--- src/rtl/spq_pkg.sv ---
`timescale 1ns / 1ps
// Shared types and codes for the sorted priority queue.
// No dependencies; imported by every module of the block.
package spq_pkg;

  localparam int DATA_W           = 32;
  localparam int DEFAULT_CAPACITY = 64;

  // Input item kinds
  localparam logic [1:0] KIND_LOAD   = 2'd0;
  localparam logic [1:0] KIND_LIST   = 2'd1;
  localparam logic [1:0] KIND_REMOVE = 2'd2;

  // Result status codes
  localparam logic [1:0] ST_ENTRY   = 2'd0;
  localparam logic [1:0] ST_REMOVED = 2'd1;
  localparam logic [1:0] ST_FULL    = 2'd2;
  localparam logic [1:0] ST_EMPTY   = 2'd3;

  typedef enum logic [3:0] {
    S_IDLE,
    S_INS_CHK,
    S_INS_CMP,
    S_REM_RD,
    S_REM_EMIT,
    S_SHF_RD,
    S_SHF_WR,
    S_LST_RD,
    S_LST_EMIT,
    S_FULL,
    S_EMPTY
  } state_t;

  typedef enum logic [2:0] {
    IDX_HOLD,
    IDX_COUNT,
    IDX_ZERO,
    IDX_INC,
    IDX_DEC
  } idx_op_t;

  typedef enum logic [1:0] {
    RA_IDX,
    RA_PREV,
    RA_NEXT
  } rd_addr_t;

  typedef enum logic [1:0] {
    CNT_HOLD,
    CNT_INC,
    CNT_DEC
  } cnt_op_t;

  typedef struct packed {
    logic       load_val;
    idx_op_t    idx_op;
    logic       rd_en;
    rd_addr_t   rd_addr;
    logic       wr_en;
    logic       wr_from_val;
    cnt_op_t    cnt_op;
    logic       out_load;
    logic [1:0] out_status;
    logic       out_zero;
    logic       out_last;
  } cmd_t;

  typedef struct packed {
    logic idx_zero;
    logic idx_last;
    logic full;
    logic empty;
    logic count_one;
    logic gt;
    logic out_free;
  } sts_t;

endpackage

--- src/rtl/spq_datapath.sv ---
`timescale 1ns / 1ps
// Datapath of the sorted priority queue: entry store, index, count, output register.
// Depends on spq_pkg; driven by spq_controller through cmd_t, reports through sts_t.
module spq_datapath import spq_pkg::*; #(
  parameter int CAPACITY = DEFAULT_CAPACITY
) (
  input  logic                     clk,
  input  logic                     rst,
  input  cmd_t                     cmd,
  output sts_t                     sts,
  input  logic signed [DATA_W-1:0] value,
  output logic                     out_valid,
  input  logic                     out_ready,
  output logic [1:0]               status,
  output logic signed [DATA_W-1:0] value_res,
  output logic                     last
);

  localparam int AW = (CAPACITY > 1) ? $clog2(CAPACITY) : 1;
  localparam int CW = $clog2(CAPACITY + 1);

  logic [DATA_W-1:0] mem [CAPACITY];
  logic [DATA_W-1:0] rd_data;
  logic [DATA_W-1:0] val;
  logic [CW-1:0]     idx;
  logic [CW-1:0]     count;
  logic [CW-1:0]     idx_inc;
  logic [CW-1:0]     idx_dec;
  logic [CW-1:0]     rd_idx;
  logic [DATA_W-1:0] wr_data;

  assign idx_inc = idx + CW'(1);
  assign idx_dec = idx - CW'(1);
  assign wr_data = cmd.wr_from_val ? val : rd_data;

  always_comb begin
    case (cmd.rd_addr)
      RA_PREV: rd_idx = idx_dec;
      RA_NEXT: rd_idx = idx_inc;
      default: rd_idx = idx;
    endcase
  end

  // Entry store: one write and one registered read a cycle
  always_ff @(posedge clk) begin
    if (cmd.wr_en) begin
      mem[idx[AW-1:0]] <= wr_data;
    end
    if (cmd.rd_en) begin
      rd_data <= mem[rd_idx[AW-1:0]];
    end
  end

  always_ff @(posedge clk) begin
    if (cmd.load_val) begin
      val <= value;
    end
  end

  always_ff @(posedge clk) begin
    if (rst) begin
      idx   <= '0;
      count <= '0;
    end else begin
      case (cmd.idx_op)
        IDX_COUNT: idx <= count;
        IDX_ZERO:  idx <= '0;
        IDX_INC:   idx <= idx_inc;
        IDX_DEC:   idx <= idx_dec;
        default:   idx <= idx;
      endcase
      case (cmd.cnt_op)
        CNT_INC: count <= count + CW'(1);
        CNT_DEC: count <= count - CW'(1);
        default: count <= count;
      endcase
    end
  end

  // Output register: hold the beat until taken
  always_ff @(posedge clk) begin
    if (rst) begin
      out_valid <= 1'b0;
    end else if (cmd.out_load) begin
      out_valid <= 1'b1;
    end else if (out_ready) begin
      out_valid <= 1'b0;
    end
  end

  always_ff @(posedge clk) begin
    if (cmd.out_load) begin
      status    <= cmd.out_status;
      value_res <= cmd.out_zero ? '0 : $signed(rd_data);
      last      <= cmd.out_last;
    end
  end

  assign sts.idx_zero  = (idx == '0);
  assign sts.idx_last  = (idx_inc == count);
  assign sts.full      = (count == CW'(CAPACITY));
  assign sts.empty     = (count == '0);
  assign sts.count_one = (count == CW'(1));
  assign sts.gt        = ($signed(rd_data) > $signed(val));
  assign sts.out_free  = !out_valid || out_ready;

endmodule

--- src/rtl/spq_controller.sv ---
`timescale 1ns / 1ps
// Controller state machine of the sorted priority queue.
// Depends on spq_pkg; commands spq_datapath through cmd_t and reads sts_t.
module spq_controller import spq_pkg::*; (
  input  logic       clk,
  input  logic       rst,
  input  logic       in_valid,
  output logic       in_ready,
  input  logic [1:0] kind,
  input  sts_t       sts,
  output cmd_t       cmd
);

  state_t state;
  state_t state_next;
  logic   list_after;
  logic   accept;

  assign in_ready = (state == S_IDLE);
  assign accept   = in_valid && in_ready;

  always_ff @(posedge clk) begin
    if (rst) begin
      state      <= S_IDLE;
      list_after <= 1'b0;
    end else begin
      state <= state_next;
      if (accept) begin
        list_after <= (kind == KIND_LIST);
      end
    end
  end

  always_comb begin
    state_next = state;
    unique case (state)
      S_IDLE: begin
        if (accept) begin
          case (kind) inside
            KIND_LOAD, KIND_LIST: state_next = sts.full ? S_FULL : S_INS_CHK;
            KIND_REMOVE:          state_next = sts.empty ? S_EMPTY : S_REM_RD;
            default:              state_next = S_IDLE;
          endcase
        end
      end
      S_INS_CHK: begin
        if (sts.idx_zero) begin
          state_next = list_after ? S_LST_RD : S_IDLE;
        end else begin
          state_next = S_INS_CMP;
        end
      end
      S_INS_CMP: begin
        if (sts.gt) begin
          state_next = S_INS_CHK;
        end else begin
          state_next = list_after ? S_LST_RD : S_IDLE;
        end
      end
      S_REM_RD:   state_next = S_REM_EMIT;
      S_REM_EMIT: if (sts.out_free) state_next = S_SHF_RD;
      S_SHF_RD: begin
        if (sts.idx_last) begin
          state_next = sts.count_one ? S_IDLE : S_LST_RD;
        end else begin
          state_next = S_SHF_WR;
        end
      end
      S_SHF_WR:   state_next = S_SHF_RD;
      S_LST_RD:   state_next = S_LST_EMIT;
      S_LST_EMIT: begin
        if (sts.out_free) begin
          state_next = sts.idx_last ? S_IDLE : S_LST_RD;
        end
      end
      S_FULL, S_EMPTY: if (sts.out_free) state_next = S_IDLE;
      default: state_next = S_IDLE;
    endcase
  end

  always_comb begin
    cmd             = '0;
    cmd.idx_op      = IDX_HOLD;
    cmd.rd_addr     = RA_IDX;
    cmd.cnt_op      = CNT_HOLD;
    cmd.out_status  = ST_ENTRY;
    unique case (state)
      S_IDLE: begin
        cmd.load_val = accept;
        if (accept) begin
          cmd.idx_op = (kind == KIND_REMOVE) ? IDX_ZERO : IDX_COUNT;
        end
      end
      S_INS_CHK: begin
        if (sts.idx_zero) begin
          // place the new value at the bottom
          cmd.wr_en       = 1'b1;
          cmd.wr_from_val = 1'b1;
          cmd.cnt_op      = CNT_INC;
        end else begin
          cmd.rd_en   = 1'b1;
          cmd.rd_addr = RA_PREV;
        end
      end
      S_INS_CMP: begin
        cmd.wr_en = 1'b1;
        if (sts.gt) begin
          // move the larger entry up one slot
          cmd.idx_op = IDX_DEC;
        end else begin
          cmd.wr_from_val = 1'b1;
          cmd.cnt_op      = CNT_INC;
          cmd.idx_op      = IDX_ZERO;
        end
      end
      S_REM_RD: begin
        cmd.rd_en = 1'b1;
      end
      S_REM_EMIT: begin
        cmd.out_load   = sts.out_free;
        cmd.out_status = ST_REMOVED;
        cmd.out_last   = sts.count_one;
      end
      S_SHF_RD: begin
        if (sts.idx_last) begin
          cmd.cnt_op = CNT_DEC;
          cmd.idx_op = IDX_ZERO;
        end else begin
          cmd.rd_en   = 1'b1;
          cmd.rd_addr = RA_NEXT;
        end
      end
      S_SHF_WR: begin
        cmd.wr_en  = 1'b1;
        cmd.idx_op = IDX_INC;
      end
      S_LST_RD: begin
        cmd.rd_en = 1'b1;
      end
      S_LST_EMIT: begin
        cmd.out_load   = sts.out_free;
        cmd.out_status = ST_ENTRY;
        cmd.out_last   = sts.idx_last;
        if (sts.out_free && !sts.idx_last) begin
          cmd.idx_op = IDX_INC;
        end
      end
      S_FULL: begin
        cmd.out_load   = sts.out_free;
        cmd.out_status = ST_FULL;
        cmd.out_zero   = 1'b1;
        cmd.out_last   = 1'b1;
      end
      S_EMPTY: begin
        cmd.out_load   = sts.out_free;
        cmd.out_status = ST_EMPTY;
        cmd.out_zero   = 1'b1;
        cmd.out_last   = 1'b1;
      end
      default: cmd = '0;
    endcase
  end

endmodule

--- src/rtl/sorted_priority_queue_top.sv ---
`timescale 1ns / 1ps
// Top level of the sorted priority queue: controller plus datapath.
// Depends on spq_pkg, spq_controller and spq_datapath.
//
// Min-priority queue of up to CAPACITY signed 32-bit values, held in ascending
// order in a single-port-write, registered-read memory; equal values keep
// their arrival order. A kind 0 beat loads a value quietly, a kind 1 beat
// loads it and then lists every entry in order, a kind 2 beat returns the
// smallest value (status 1) and then lists what remains (status 0). Loading
// into a full queue drops the value and returns one full beat; removing from
// an empty queue returns one empty beat; kind 3 is ignored. The final result
// beat of each input carries last. One input beat is handled at a time:
// in_ready is high only while the controller is idle. The insert walk, the
// listing and the remove shift each read one entry at a time through the
// memory's registered port. The last result beat waits in the output
// register while the next input beat is taken, and any listing stalls
// cleanly when out_ready is low. No clearing pass is needed after reset:
// only entries below the count are ever read.
module sorted_priority_queue_top import spq_pkg::*; #(
  parameter int CAPACITY = DEFAULT_CAPACITY
) (
  input  logic                     clk,
  input  logic                     rst,
  input  logic                     in_valid,
  output logic                     in_ready,
  input  logic [1:0]               kind,
  input  logic signed [DATA_W-1:0] value,
  output logic                     out_valid,
  input  logic                     out_ready,
  output logic [1:0]               status,
  output logic signed [DATA_W-1:0] value_res,
  output logic                     last
);

  cmd_t cmd;
  sts_t sts;

  // Sequence each item: insert walk, remove shift, listing, status beats
  spq_controller u_ctrl (
    .clk      (clk),
    .rst      (rst),
    .in_valid (in_valid),
    .in_ready (in_ready),
    .kind     (kind),
    .sts      (sts),
    .cmd      (cmd)
  );

  // Store, index and count, plus the output register that parts the two sides
  spq_datapath #(
    .CAPACITY (CAPACITY)
  ) u_dp (
    .clk       (clk),
    .rst       (rst),
    .cmd       (cmd),
    .sts       (sts),
    .value     (value),
    .out_valid (out_valid),
    .out_ready (out_ready),
    .status    (status),
    .value_res (value_res),
    .last      (last)
  );

endmodule
--- config.mk ---
export PLATFORM = sky130hd
export DESIGN_NAME = sorted_priority_queue_top
export DESIGN_NICKNAME = d
export VERILOG_FILES = /design/src/rtl/spq_pkg.sv /design/src/rtl/spq_datapath.sv /design/src/rtl/spq_controller.sv /design/src/rtl/sorted_priority_queue_top.sv
export SDC_FILE = /design/constraint.sdc
export NUM_CORES = 2
export LEC_CHECK = 0
export BUFFER_PORTS_ARGS = -buffer_cell sky130_fd_sc_hd__buf_4
export CAP_MARGIN = 30
export CORE_ASPECT_RATIO = 0.7
export CORE_MARGIN = 4
export CORE_UTILIZATION = 50
export DETAILED_ROUTE_END_ITERATION = 7
export PLACE_DENSITY_LB_ADDON = 0.2
export SKIP_CTS_REPAIR_TIMING = 1
export SLEW_MARGIN = 30
export SYNTH_ARGS = -nofsm -noshare
export SYNTH_HDL_FRONTEND = slang
export SYNTH_SLANG_ARGS = --single-unit
--- constraint.sdc ---
create_clock -name clk -period 7 [get_ports clk]
set_input_delay 1.4 -clock clk [delete_from_list [all_inputs] [get_ports clk]]
set_output_delay 1.4 -clock clk [all_outputs]
set_load 0.01 [all_outputs]
==> run metrics <==
IO Pins=75; Synth Area in Simple Gates=3.76%; fillers=12200; Post-Route WL=roughly 220000 µm; post-synthesis xor/xnor area fraction=0.213%; Post-synth EDFFs=~2100; period utilization=90.0%; reg2reg start=u_dp.idx[0]; Cell Pwr Density=373 nW/µm²; Synth Area in Adders=0.606%; Compound-Gate Fraction of Synth Area=2.42%; Net Count, Synth=4177; Yosys reg bits=2167; DR top layer=met4; DR WL met2=roughly 98000 µm; most frequent cells in the layout=2147 x edfxtp_1, 506 x mux4_2, 395 x nand2_1; HPWL Detailed=between 100000 and 150000 µm; I/O Buffers=74; main combinational cell family by area after synthesis=multiplexers; fin crit period=6300 ps; Die Area=176000 µm²; Clock Latency Late Sink=830 ps; grt total ovfl=0; clk_skew=36.6 ps; hold path cells=2; Core Box Area=167000 µm²; CP required=about 7600 ps; initial antenna violation count=6; critical path class=flop to flop; worst path arrival time=slightly below 7000 ps; HP Start=u_ctrl.list_after; Die Height=352 µm; Avg Vias per Cell=between 6 and 7; vias in the first global route=41800; Final #Nets=~4400; measured slew at the worst slew-check pin=1020 ps; Async S/R FF share, synth=0%; VDD IR max=~0.24 mV; Residual DRC=0; fmax=159 MHz; synthesized area=around 85000 µm²; status=completed; Max-cap violations=0; RSZ-0062 raised after global routing=no; post-synthesis mux area share=14.8%; antenna viol nets, final=0; P&R area growth vs syn=13.1%; YS warnings=0; Mean Syn Cell Area=20.6 µm²; initial drt markers=around 6300; Netlist cell types=72; Max Slew Vio Count=0; Longest Clk Path Bufs=3; WL/cell=33.3 µm; Initial Util=50.6%; layout cell share with drive strength beyond 1=25.7%; root buffer cell=clkbuf_16; predominant post-synthesis flop cell=edfxtp_1; fin area=95700 µm²; CTS sink count=between 2000 and 2500; CP Max Fanout=19; GPL Wtd Cong=0.883; largest net degree at the start of global routing=between 100 and 150; Pre-antenna DRT Iters=7; # rows=125; Static Leak=just over 30 nW; CP endpoint kind=flop; post-place instance area=between 80000 and 90000 µm²; CTS clk-pin slew, worst paths=~70 ps; via count=43300; Setup crit start=u_dp.idx[0]; Fin. Hold Viols=0; worst hold path class=flop to flop; CTS tree=done; setup TNS=0 ps; relative slew slack=31.9%; startpoint types=flop; Die Wd=roughly 500 µm; Final Power=0.0357 W; final setup fails=0; Final Util=57.3%; H-tree depth=4; commonest non-fill, non-tap cell in the layout=edfxtp_1; Total GRT Usage=25.3%; Register-to-Register Path Depth=17; post-synthesis sequential area ratio=76.7%; post-synthesis cell count=4098; met3 wire len=23800 µm; first-pass GRT wire length=318000 µm; M1 WL=96500 µm; Num CTS Buffers=194
[metrics by stage]
step | worst slack (ps) | std cells | hold slack, ps
after floorplan | 1500 | 4098 | 458
after global placement | 998 | 6354 | 505
after detailed placement | 892 | 6356 | 512
after CTS | 878 | 6719 | 523
after global routing | 638 | 6721 | 571
final | 697 | 6724 | 526
[registers in the layout (all words and copies together) (netlist names), 2 cells and up]
| name | cells |
|---|---|
| u_dp.count | 7 |
| u_dp.rd_data | 32 |
| u_dp.value_res | 32 |
| u_dp.mem | 2048 |
| u_dp.status | 2 |
| u_dp.idx | 7 |
| u_dp.val | 32 |
| u_ctrl.state | 4 |
[synthesized netlist by cell type, drive strengths merged, types with 14 or more instances]
cell type	count	area [µm²]
o21ai	50	254
inv	46	173
nor2b	14	87.6
nor3	17	90.1
a31oi	37	238
a32o	32	320
ha	41	513
and2	38	238
dfxtp	20	400
a32oi	59	517
edfxtp	2147	64500
and4	30	263
nor2	120	455
a21oi	29	153
nand3	57	290
mux4	506	11400
nand2	397	1500
mux2i	103	1030
clkbuf	86	332
buf	137	788
[layout make-up]
class                           instances  area, µm²  area share [%]
Antenna cell                            3       7.51         0.00785
Clock buffer                          250       5150            5.38
Clock inverter                        113        951           0.994
Inverter                               46        173           0.181
Multi-Input combinational cell       1662      19400            20.3
Sequential cell                      2167      64900            67.8
Tap cell                             2222       2780            2.91
Timing Repair Buffer                  261       2350            2.46
[metal layers]
layer  up-vias  GRT usage (%)
li1      17400              -
met5         -              0
met2      2442           36.0
met1     23200           40.3
met3       284           5.17
met4         0           6.42
[path summary, 6_finish.rpt]
check	end	slack, ps
max	u_dp.rd_data[20]	700
min	u_ctrl.list_after	530
max reg2reg	u_dp.rd_data[20]	700
min reg2reg	u_ctrl.list_after	530
[cell families (layout without fill, tap and decap cells)]
kind of cell             Yosys count  count (layout)
XOR/XNOR                          19              19
multiplexers                     615             615
AND/OR/NAND/NOR                  713             713
flip-flops                      2167            2167
AO/OA/AOI/OAI                    274             274
other                              0               3
adder cells (fa/ha/maj)           41              41
buffers and inverters            269             670
[power by group]
part,internal [W],total [W],switching (W)
Clock,0.00571,0.0104,0.00470
Sequential,0.0159,0.0161,0.000218
Combinational,0.00328,0.00912,0.00584
Total,0.0249,0.0357,0.0108
[critical path, stage by stage, from the launching register on]
cell and delay, ps:
dfxtp_1 590, inv_1 190, ha_1 410, xor2_1 170, nor2_1 170, o2111ai_2 210
or2_2 350, nand3_1 190, inv_1 80, ha_1 490, o31ai_1 390, o31a_1 570
nand2_1 250, nor2_4 760, buf_4 410, a32o_1 350, a31oi_1 160, and4_1 270
Note: power is estimated with default switching activity, not from simulation.
